## src/design/spa_pkg.sv

```systemverilog
// Package for the sparse polynomial adder: sizes, command codes and shared types.
// Used by the term RAM, the merge core and the top level. No dependencies.

package spa_pkg;

  // Capacity of each term store (1 to 32).
  localparam int MaxTerms = 32;
  localparam int AddrW    = (MaxTerms > 1) ? $clog2(MaxTerms) : 1;
  localparam int CntW     = $clog2(MaxTerms + 1);

  localparam int ExpW  = 16;
  localparam int CoefW = 32;

  // Command codes carried by kind.
  localparam logic [1:0] KindLoadFirst  = 2'd0;
  localparam logic [1:0] KindLoadSecond = 2'd1;
  localparam logic [1:0] KindMerge      = 2'd2;

  typedef struct packed {
    logic [ExpW-1:0]         exp;
    logic signed [CoefW-1:0] coef;
  } spa_term_t;

  // Access bundle from the merge core to one term RAM.
  typedef struct packed {
    logic             we;
    logic [AddrW-1:0] waddr;
    spa_term_t        wdata;
    logic [AddrW-1:0] raddr;
  } spa_ram_req_t;

  typedef enum logic {
    ST_IDLE,
    ST_MERGE
  } spa_state_e;

endpackage

```

## src/design/spa_term_ram.sv

```systemverilog
// Term store: one write port and one read port, read data registered.
// Depends on spa_pkg for depth and the term and request types.

module spa_term_ram
  import spa_pkg::*;
(
  input  logic         clk_i,
  input  spa_ram_req_t req_i,
  output spa_term_t    rdata_o
);

  spa_term_t mem [MaxTerms];
  spa_term_t rdata_q;

  always_ff @(posedge clk_i) begin
    if (req_i.we) begin
      mem[req_i.waddr] <= req_i.wdata;
    end
  end

  always_ff @(posedge clk_i) begin
    rdata_q <= mem[req_i.raddr];
  end

  assign rdata_o = rdata_q;

endmodule

```

## src/design/spa_merge_core.sv

```systemverilog
// Merge core: load counters, drop flag, two-pointer merge over the term RAMs,
// one-word hold stage for the last-term mark, and the output registers.
// Depends on spa_pkg.

module spa_merge_core
  import spa_pkg::*;
(
  input  logic                    clk_i,
  input  logic                    rst_ni,
  input  logic                    start,
  output logic                    busy,
  input  logic [1:0]              kind_i,
  input  logic [ExpW-1:0]         exponent_i,
  input  logic signed [CoefW-1:0] coefficient_i,
  output spa_ram_req_t            req_first_o,
  output spa_ram_req_t            req_second_o,
  input  spa_term_t               rdata_first_i,
  input  spa_term_t               rdata_second_i,
  output logic                    strobe_o,
  output logic [ExpW-1:0]         term_exponent_o,
  output logic signed [CoefW-1:0] term_coefficient_o,
  output logic                    last_term_o,
  output logic                    empty_sum_o,
  output logic                    overflow_seen_o
);

  spa_state_e state_q, state_d;

  logic [CntW-1:0] cnt_a_q, cnt_a_d, cnt_b_q, cnt_b_d;
  logic [CntW-1:0] ptr_a_q, ptr_a_d, ptr_b_q, ptr_b_d;
  logic            dropped_q, dropped_d;

  logic      pend_vld_q, pend_vld_d;
  spa_term_t pend_q, pend_d;

  logic                    out_stb_q, out_stb_d;
  logic [ExpW-1:0]         out_exp_q, out_exp_d;
  logic signed [CoefW-1:0] out_coef_q, out_coef_d;
  logic                    out_last_q, out_last_d, out_empty_q, out_empty_d;
  logic                    out_ovf_q, out_ovf_d;

  logic accept, load_a, load_b, go;
  logic a_vld, b_vld, a_lt, exp_eq, take_a, take_b;
  logic step_live, run_end, nz;
  logic signed [CoefW:0]   sum_w;
  logic signed [CoefW-1:0] sum_sat, new_coef;
  logic [ExpW-1:0]         new_exp;

  assign accept = start && !busy;
  assign load_a = accept && (kind_i == KindLoadFirst);
  assign load_b = accept && (kind_i == KindLoadSecond);
  assign go     = accept && (kind_i == KindMerge);

  // Next state.
  always_comb begin
    state_d = state_q;
    case (state_q)
      ST_IDLE:  if (go) state_d = ST_MERGE;
      ST_MERGE: if (!a_vld && !b_vld) state_d = ST_IDLE;
      default:  state_d = ST_IDLE;
    endcase
  end

  // State outputs.
  always_comb begin
    busy      = 1'b0;
    step_live = 1'b0;
    run_end   = 1'b0;
    case (state_q)
      ST_IDLE: begin
        busy = 1'b0;
      end
      ST_MERGE: begin
        busy      = 1'b1;
        step_live = a_vld || b_vld;
        run_end   = !a_vld && !b_vld;
      end
      default: begin
        busy = 1'b0;
      end
    endcase
  end

  // Merge decision on the terms read at the current pointers.
  assign a_vld  = ptr_a_q < cnt_a_q;
  assign b_vld  = ptr_b_q < cnt_b_q;
  assign a_lt   = rdata_first_i.exp < rdata_second_i.exp;
  assign exp_eq = rdata_first_i.exp == rdata_second_i.exp;
  assign take_a = a_vld && (!b_vld || a_lt || exp_eq);
  assign take_b = b_vld && (!a_vld || !a_lt);

  assign sum_w = {rdata_first_i.coef[CoefW-1], rdata_first_i.coef}
               + {rdata_second_i.coef[CoefW-1], rdata_second_i.coef};

  always_comb begin
    if (sum_w[CoefW] != sum_w[CoefW-1]) begin
      sum_sat = sum_w[CoefW] ? {1'b1, {(CoefW-1){1'b0}}} : {1'b0, {(CoefW-1){1'b1}}};
    end else begin
      sum_sat = sum_w[CoefW-1:0];
    end
  end

  always_comb begin
    if (take_a && take_b) begin
      new_coef = sum_sat;
    end else if (take_a) begin
      new_coef = rdata_first_i.coef;
    end else begin
      new_coef = rdata_second_i.coef;
    end
    new_exp = take_a ? rdata_first_i.exp : rdata_second_i.exp;
  end

  assign nz = new_coef != '0;

  // Counters, pointers, hold stage and output words.
  always_comb begin
    cnt_a_d    = cnt_a_q;
    cnt_b_d    = cnt_b_q;
    dropped_d  = dropped_q;
    ptr_a_d    = '0;
    ptr_b_d    = '0;
    pend_vld_d = pend_vld_q;
    pend_d     = pend_q;
    out_stb_d  = 1'b0;
    out_exp_d  = pend_q.exp;
    out_coef_d = pend_q.coef;
    out_last_d = 1'b0;
    out_empty_d = 1'b0;
    out_ovf_d  = dropped_q;

    if (load_a) begin
      if (cnt_a_q < CntW'(MaxTerms)) begin
        cnt_a_d = cnt_a_q + CntW'(1);
      end else begin
        dropped_d = 1'b1;
      end
    end
    if (load_b) begin
      if (cnt_b_q < CntW'(MaxTerms)) begin
        cnt_b_d = cnt_b_q + CntW'(1);
      end else begin
        dropped_d = 1'b1;
      end
    end

    if (step_live) begin
      ptr_a_d = ptr_a_q + CntW'(take_a);
      ptr_b_d = ptr_b_q + CntW'(take_b);
      if (nz) begin
        // A new nonzero term releases the held one, which is then known not last.
        out_stb_d  = pend_vld_q;
        pend_vld_d = 1'b1;
        pend_d.exp  = new_exp;
        pend_d.coef = new_coef;
      end
    end

    if (run_end) begin
      out_stb_d   = 1'b1;
      out_last_d  = 1'b1;
      out_empty_d = !pend_vld_q;
      if (!pend_vld_q) begin
        out_exp_d  = '0;
        out_coef_d = '0;
      end
      pend_vld_d = 1'b0;
      cnt_a_d    = '0;
      cnt_b_d    = '0;
      dropped_d  = 1'b0;
    end
  end

  always_ff @(posedge clk_i or negedge rst_ni) begin
    if (!rst_ni) begin
      state_q    <= ST_IDLE;
      cnt_a_q    <= '0;
      cnt_b_q    <= '0;
      ptr_a_q    <= '0;
      ptr_b_q    <= '0;
      dropped_q  <= 1'b0;
      pend_vld_q <= 1'b0;
      out_stb_q  <= 1'b0;
    end else begin
      state_q    <= state_d;
      cnt_a_q    <= cnt_a_d;
      cnt_b_q    <= cnt_b_d;
      ptr_a_q    <= ptr_a_d;
      ptr_b_q    <= ptr_b_d;
      dropped_q  <= dropped_d;
      pend_vld_q <= pend_vld_d;
      out_stb_q  <= out_stb_d;
    end
  end

  always_ff @(posedge clk_i) begin
    pend_q      <= pend_d;
    out_exp_q   <= out_exp_d;
    out_coef_q  <= out_coef_d;
    out_last_q  <= out_last_d;
    out_empty_q <= out_empty_d;
    out_ovf_q   <= out_ovf_d;
  end

  // Writes happen only while idle and read data is used only while merging,
  // so a write never meets a read whose data is used on the same entry.
  always_comb begin
    req_first_o.we     = load_a && (cnt_a_q < CntW'(MaxTerms));
    req_first_o.waddr  = cnt_a_q[AddrW-1:0];
    req_first_o.wdata.exp  = exponent_i;
    req_first_o.wdata.coef = coefficient_i;
    req_first_o.raddr  = ptr_a_d[AddrW-1:0];
    req_second_o.we    = load_b && (cnt_b_q < CntW'(MaxTerms));
    req_second_o.waddr = cnt_b_q[AddrW-1:0];
    req_second_o.wdata.exp  = exponent_i;
    req_second_o.wdata.coef = coefficient_i;
    req_second_o.raddr = ptr_b_d[AddrW-1:0];
  end

  assign strobe_o           = out_stb_q;
  assign term_exponent_o    = out_exp_q;
  assign term_coefficient_o = out_coef_q;
  assign last_term_o        = out_last_q;
  assign empty_sum_o        = out_empty_q;
  assign overflow_seen_o    = out_ovf_q;

endmodule

```

## src/design/sparse_polynomial_add_unit.sv

```systemverilog
// Sparse polynomial adder. A load word is taken and busy stays low.
// A merge word holds busy high through k merge steps and the run end, k
// being between max(na,nb) and na+nb; the steps are the read-compare-advance
// loop around the two term RAMs. A result word is held until the next
// nonzero term or the run end is found and shows the cycle after; the last
// word shows in the cycle in which busy drops. No stalls.
// Reset (rst_ni, asynchronous, active low) empties both stores at once.

module sparse_polynomial_add_unit
  import spa_pkg::*;
(
  input  logic                    clk_i,
  input  logic                    rst_ni,
  input  logic                    start,
  output logic                    busy,
  input  logic [1:0]              kind_i,
  input  logic [ExpW-1:0]         exponent_i,
  input  logic signed [CoefW-1:0] coefficient_i,
  output logic                    strobe_o,
  output logic [ExpW-1:0]         term_exponent_o,
  output logic signed [CoefW-1:0] term_coefficient_o,
  output logic                    last_term_o,
  output logic                    empty_sum_o,
  output logic                    overflow_seen_o
);

  // The two stores are plain RAMs with a registered read. Their contents are
  // never cleared: the merge core only reads entries below each fill count,
  // and the counts return to zero at the end of every merge run.
  spa_ram_req_t req_first, req_second;
  spa_term_t    rdata_first, rdata_second;

  spa_term_ram u_first_ram (
    .clk_i   (clk_i),
    .req_i   (req_first),
    .rdata_o (rdata_first)
  );

  spa_term_ram u_second_ram (
    .clk_i   (clk_i),
    .req_i   (req_second),
    .rdata_o (rdata_second)
  );

  // The core issues the read for the next pointer pair in the same cycle in
  // which it compares the current pair, so one term is decided per cycle.
  // The newest nonzero term is held back one step so that the final word of
  // a run can carry last_term; a run with no nonzero term sends a single
  // word flagged empty_sum.
  spa_merge_core u_core (
    .clk_i              (clk_i),
    .rst_ni             (rst_ni),
    .start              (start),
    .busy               (busy),
    .kind_i             (kind_i),
    .exponent_i         (exponent_i),
    .coefficient_i      (coefficient_i),
    .req_first_o        (req_first),
    .req_second_o       (req_second),
    .rdata_first_i      (rdata_first),
    .rdata_second_i     (rdata_second),
    .strobe_o           (strobe_o),
    .term_exponent_o    (term_exponent_o),
    .term_coefficient_o (term_coefficient_o),
    .last_term_o        (last_term_o),
    .empty_sum_o        (empty_sum_o),
    .overflow_seen_o    (overflow_seen_o)
  );

endmodule
```

## config.mk

```make
export PLATFORM = sky130hd
export DESIGN_NAME = sparse_polynomial_add_unit
export DESIGN_NICKNAME = d
export VERILOG_FILES = /design/src/design/spa_pkg.sv /design/src/design/spa_term_ram.sv /design/src/design/spa_merge_core.sv /design/src/design/sparse_polynomial_add_unit.sv
export SDC_FILE = /design/constraint.sdc
export NUM_CORES = 2
export LEC_CHECK = 0
export ABC_AREA = 0
export ABC_CLOCK_PERIOD_IN_PS = 11500
export BUFFER_PORTS_ARGS = -buffer_cell sky130_fd_sc_hd__buf_4
export CORE_MARGIN = 2
export CORE_UTILIZATION = 44
export CTS_BUF_LIST = sky130_fd_sc_hd__clkbuf_8
export DETAILED_ROUTE_END_ITERATION = 10
export HOLD_SLACK_MARGIN = 0.05
export REMOVE_ABC_BUFFERS = 1
export SLEW_MARGIN = 20
export SYNTH_ARGS = -nofsm -noshare
export SYNTH_HDL_FRONTEND = slang
export SYNTH_SLANG_ARGS = --single-unit
```

## constraint.sdc

```tcl
create_clock -name clk_i -period 11.5 [get_ports clk_i]
set_clock_uncertainty 0.1 [all_clocks]
set_input_delay 1.725 -clock clk_i [delete_from_list [all_inputs] [get_ports clk_i]]
set_output_delay 1.725 -clock clk_i [all_outputs]
set_load 0.1 [all_outputs]
```

# After elaboration in Yosys (flattened, before gate mapping)
# Memories as Yosys holds them, arrays and structs flattened. A register that Yosys moved wholly into a read port is not among the register bits.
# Index checks and enable logic that the tools add are counted.
# classes
n_addsub	5
bitwise	1
magnitude_cmp	5
n_eq_ne	4
n_reduce_logical	31
n_mux	39
# op_table
operator	n
$mux W32	6
$mux W16	3
$mux W6	8
$add A32 B32 Y33	1
$reduce_bool A32 Y1	1
$mux W1	20
$eq A16 B16 Y1	1
$lt A16 B16 Y1	1
$add A6 B1 Y6	2
$add A6 B1 Y6 const B	2
$lt A6 B6 Y1	2
$lt A6 B6 Y1 const B	2
$reduce_bool A2 Y1	6
$logic_and A1 B1 Y1	10
$reduce_and A2 Y1	4
$logic_not A1 Y1	5
$logic_or A1 B1 Y1	4
$pmux W1 S2	2
$eq A2 B1 Y1 const B	1
$eq A2 B2 Y1 const B	1
$logic_not A2 Y1	1
$ne A1 B1 Y1	1
$not A1 Y1	1
# totals
ff_bits	127
n_memories	2
input_bits	53
word_cells	102
ram_bits	3072
# memory_table
memory	depth	width	read_ports	rd_ports_with_merged_regs	write_ports	line_no	rtl
u_first_ram.mem	32	48	1	1	1	spa_term_ram.sv:12	spa_term_t mem [MaxTerms];
u_second_ram.mem	32	48	1	1	1	spa_term_ram.sv:12	

# Depth between registers and ports, before layout
# depth
depth_word	11
ltp_mapped	23

# Cells and area by module
# From an unflattened synthesis, not the netlist that was laid out.
# hier_totals
cells_unflattened	7739
area_unflattened_um2	130368.8
# modules_own_cells
module	cells_each	n_inst	area_per_inst_um2
spa_term_ram	3364	2	60724.5
spa_merge_core	1011	1	8919.8

# Worst setup path before layout
# OpenSTA, ideal clock, no wires.
# synth_timing
path_type	register to register
startpoint	register, netlist name u_first_ram.rdata_o[0]
endpoint	register u_core.pend_q[0] (netlist name) (enable)
setup_slack_ns	5.268
synth_period_minus_slack_ns	6.232
path_stages_with_launch	15
path_buffers	0
setup_ns	0.482
t_arrival_ns	5.650
cell_sequence	dfxtp_1 ha_1 inv_1 fa_1 nand2b_1 a211oi_2 o211ai_1 a211o_1 a211oi_4 a21boi_4 a21boi_1 a211oi_1 or4_1 a211oi_2 a31oi_1
# synth_via
elab_chain_cells	6
word_cells_on_any_way	8
# synth_rtl
element	line_no	rtl
$add A32 B32 Y33 (*)	spa_merge_core.sv:93	+ {rdata_second_i.coef[CoefW-1], rdata_second_i.coef};
$mux W32 / $ne A1 B1 Y1 (equally long branches)	spa_merge_core.sv:97, spa_merge_core.sv:96	
$mux W32 (*)	spa_merge_core.sv:96	if (sum_w[CoefW] != sum_w[CoefW-1]) begin
$mux W32 (*)	spa_merge_core.sv:104	if (take_a && take_b) begin
named net u_core.new_coef[12]	spa_merge_core.sv:46	logic signed [CoefW-1:0] sum_sat, new_coef;
$reduce_bool A32 Y1 (*)	spa_merge_core.sv:114	assign nz = new_coef != '0;
$reduce_and A2 Y1 (no source line) (*)	--	
to (signal assigned)	spa_merge_core.sv:197	pend_q <= pend_d;
to (decl)	spa_merge_core.sv:34	spa_term_t pend_q, pend_d;
# Mark *: on every way through the listed nets, which the timed path passes. The rest lies on a longest branch.
# A chain may end at the register's enable or synchronous reset.

# Worst setup path after layout
# layout_timing
startpoint	register u_core.cnt_b_q[2]
endpoint	register, netlist name u_first_ram.rdata_o[43]
# layout_via
elab_chain_cells	7
word_cells_on_any_way	9
# layout_rtl
element	line_no	rtl
from (decl)	spa_merge_core.sv:29	logic [CntW-1:0] cnt_a_q, cnt_a_d, cnt_b_q, cnt_b_d;
from (signal assigned)	spa_merge_core.sv:187	cnt_b_q <= cnt_b_d;
$lt A6 B6 Y1 (*)	spa_merge_core.sv:86	assign b_vld = ptr_b_q < cnt_b_q;
$logic_not A1 Y1	spa_merge_core.sv:89	assign take_a = a_vld && (!b_vld || a_lt || exp_eq);
$logic_or A1 B1 Y1 (2 in series)	spa_merge_core.sv:89	
$logic_and A1 B1 Y1	spa_merge_core.sv:89	
$add A6 B1 Y6	spa_merge_core.sv:148	ptr_a_d = ptr_a_q + CntW'(take_a);
$mux W6 (*)	spa_merge_core.sv:147	if (step_live) begin
# Mark *: on every way between the ends. The rest lies on a longest branch, timed or not.

==> impl_metrics.yaml <==
routing:
  route.detailed.drc: 0
  vias_per_cell: 6.062
  wl_per_cell_um: 28.01
  via_count: 85562
  drt-initial-drc-count: 10234
  wl_um: 395400
  drt.antenna.violating_nets: 0
  dr.pass1.iters: 6
power_and_ir_drop:
  p_leak_nw: 48.38
  internal_power_mw: 17.98
  peakVddDrop_v: 0.00008915
  power_switching_mw: 4.847
  p_per_area_nw_per_um2: 156.5
  clockPowerShare_pct: 41.7
  p_sw_share_pct: 21.23
  pwr-share-seq_pct: 57.5
  p_comb_share_pct: 0.8
timing:
  setup_slack_ns: 4.332
  fmax_mhz: 139.5
  worst_pin_slew_ns: 1.334
  hold_viol: 0
  period_needed_ns: 7.168
  drv_slew: 0
  rsz0062_at_grt: "false"
  finalCritPeriodShare_pct: 62.33
  setup_viol_count_final: 0
  maxSlewHeadroom_pct: 11.04
yosys:
  syn_area_um2: 130800
  synth_mux_area_share_pct: 0.4450
  synth_top_family_by_area: "simple AND/OR/NAND/NOR gates"
  yosysUniqueCellTypes: 80
  synth_enable_flop_cells: 3120
  synth-simple-area-share_pct: 12.25
  synth_top_area_share_pct: 71.65
  synth-compound-area-share_pct: 9.618
  synth-seq-cells: 3295
  synthXorXnorAreaFrac_pct: 0.2679
  synthFlopType: "edfxtp_1"
  syn_inst: 9658
  synthAdderAreaFrac_pct: 0.6851
  yosysWarnings: 0
  synth-seq-area-share_pct: 74.44
  netlist.top_cell.by_area: "edfxtp_1"
  syn_area_per_cell_um2: 13.54
  async_flop_share_pct: 0.8498
  synth.area.top_cells: "edfxtp_1 72%, nand2_1 5.3%, nand3_1 3.6%"
floorplanning:
  die_area_um2: 301500
  start_util_pct: 44.13
  chipHeight_um: 549.1
  rows: 200
  chipWidth_um: 549.1
  pin_count: 106
  core_um2: 296300
global_route:
  overflow: 0
  first_global_vias: 82362
  track_usage_pct: 25.49
  antenna_found_initial: 21
  grt_max_degree: 181
  grt_pass1_wl_um: 566300
outcome:
  run_status: "complete, no violations"
worst_setup_path:
  critical_path_arrival_ns: 7.91
  crit_type: "register to register"
  critPathLaunchType: "register"
  r2r_cells: 17
  cp-end-kind: "register"
  required_ns: 12.24
  cp_max_fo: 149
clock_network:
  cts_resized: 0
  hold_buffers: 0
  cts_tree: "built"
  clk_pin_slew_worst_paths_ns: 0.06
  clk_latency_ns: 1.06
  cts_max_level: 6
  clkSinkCount: 3295
  cts_made_buffers: 541
  root_buffer: "clkbuf_8"
  postCtsSetupRepairBufs: 0
  clockBufferDepth: 4
layout:
  fin_nets: 9867
  areaGrowthSynthToFinish_pct: 11.53
  fin_util_pct: 49.22
  sequential_cell_area_um2: 97330
  multi_input_area_um2: 31050
  num-fill-cells: 25270
  final_layout_size_suffix_gt1_share_pct: 10.73
run:
  maxCapViolations: 0
placed_design:
  place_ws_ns: 4.414
  routabilityCongestion: 0.9009
  hpwl_um: 200500
  io_buffers: 105
worst_hold_path:
  hold-path-cell-count: 0
  hp-class: "register to register"
==> layout by cell type, fill, tap and decap left out, types with 11 or more instances in the layout <==
master	Yosys	routed
edfxtp_1	3120	3120
nand2_1	1843	1836
nand3_1	936	936
nor2_1	691	626
clkbuf_8	0	584
o221ai_1	347	347
a21oi_1	256	256
buf_4	0	241
inv_1	43	239
a311oi_1	210	210
a211oi_1	201	201
o211ai_1	200	200
o21ai_0	191	186
and3_1	155	155
dfxtp_1	147	147
o31ai_1	95	92
clkinv_1	3	72
ha_1	70	68
nor2_4	0	65
clkinv_2	0	55
and2_1	50	50
o311ai_0	49	49
a311o_1	42	42
dfrtp_1	28	28
o22ai_1	25	25
mux4_2	24	24
diode_2	0	23
xnor2_1	23	23
buf_12	0	18
xor2_1	17	17
clkinvlp_4	0	15
a21o_1	14	14
inv_6	0	13
nand4_1	12	12
a31oi_1	12	11
nor3_1	11	11
==> power by group through the flow <==
| stage | registers [mW] | logic, mW | clock network, mW |
|---|---|---|---|
| final | 13.1 | 0.188 | 9.52 |
| after global routing | 13.1 | 0.205 | 10.2 |
| after CTS | 13.1 | 0.193 | 9.66 |
| after detailed placement | 13.4 | 0.193 | 0 |
| after global placement | 13.4 | 0.182 | 0 |
| after floorplan | 13.4 | 0.00116 | 0 |
==> worst max-delay path, cell delays in order (launching register included) <==
cell and delay, ns:
dfrtp_1 0.47, inv_1 0.15, ha_1 0.33, a21o_1 0.18, a31oi_1 0.14, o21ai_1 0.20
buf_4 0.23, a21oi_2 0.49, a21oi_4 0.14, ha_4 0.76, nand2_4 0.62, inv_8 0.77
buf_12 0.53, nand2_1 0.12, and3_1 0.19, a311oi_1 0.21, o31ai_1 0.14, o21ai_0 0.93
==> metrics by stage <==
| step | hold slack (ns) | setup TNS (ns) | total power, mW | cells | instance area (um2) |
|---|---|---|---|---|---|
| 6_report | 0.2705 | 0 | 22.83 | 14114 | 145800 |
| 2_1_floorplan | 0.2478 | -2280.76 | 13.37 | 8935 | 127900 |
| 3_5_place_dp | 0.2593 | 0 | 13.56 | 13134 | 135800 |
| 5_1_grt | 0.2890 | 0 | 23.47 | 14111 | 145800 |
| 4_1_cts | 0.2725 | 0 | 22.97 | 14086 | 145600 |
| 3_3_place_gp | 0.2578 | 0 | 13.55 | 13131 | 135700 |
==> registers in the layout, indices dropped and copies added (netlist names), 16 cells and up <==
signal                     cells
u_core.pend_q                 48
u_core.term_coefficient_o     32
u_core.term_exponent_o        16
u_first_ram.mem             1536
u_first_ram.rdata_o           48
u_second_ram.mem            1536
u_second_ram.rdata_o          48
==> path summary, 6_finish.rpt <==
check | slack (ns) | startpoint | to
max | 4.33 | u_core.cnt_b_q[2]$_DFFE_PN0P_ | u_first_ram.rdata_o[43]$_DFF_P_
min | 0.27 | u_core.dropped_q$_DFF_PN0_ | u_core.overflow_seen_o$_DFF_P_
max reg2reg | 4.33 | u_core.cnt_b_q[2]$_DFFE_PN0P_ | u_first_ram.rdata_o[43]$_DFF_P_
min reg2reg | 0.27 | u_core.dropped_q$_DFF_PN0_ | u_core.overflow_seen_o$_DFF_P_
max in group asynchronous | 10.39 | rst_ni | u_core.ptr_b_q[1]$_DFF_PN0_
min in group asynchronous | 0.55 | rst_ni | u_core.cnt_a_q[0]$_DFFE_PN0P_
==> synth_stat cells, drive strengths merged (10+ instances only) <==
library cell,number
edfxtp,3120
nand2,1843
nand3,936
nor2,691
clkbuf,594
o221ai,347
a21oi,258
a311oi,210
a211oi,204
o211ai,200
o21ai,194
and3,155
dfxtp,147
buf,129
o31ai,95
ha,70
and2,50
o311ai,49
inv,47
a311o,42
dfrtp,28
o22ai,25
mux4,24
xnor2,23
xor2,17
a21o,14
nand2b,14
nand4,14
a31oi,13
nor3,12
nor2b,10
==> cells by family (layout without fill, tap and decap cells) <==
family,after synthesis,count (layout)
adders and majority gates,71,71
AOI/OAI and AO/OA,1696,1696
other,0,23
and+or+nand+nor,3755,3755
DFF,3295,3295
buffers and inverters,773,1267
xor gates and xnor gates,40,40
muxes,28,28
==> metal layers <==
metal	share of wire, %	vias up	routed length [um]	global-route usage [%]
met4	4.4	14	17290	11.55
li1	-	36969	-	-
met1	41	43504	160500	34.71
met5	0.028	-	109	0.09497
met2	46	4329	183700	40.31
met3	8.5	746	33760	4.183
==> final cells by class <==
type / count / area share (%)
well taps: 3939 / 3.379
clock inverters: 368 / 1.270
inverters: 50 / 0.1656
flip-flops and latches: 3295 / 66.74
diodes: 23 / 0.03947
multi-input cells: 5590 / 21.29
clock buffers: 584 / 5.511
repair buffers: 265 / 1.601
Power figures use the tool's default switching activity.
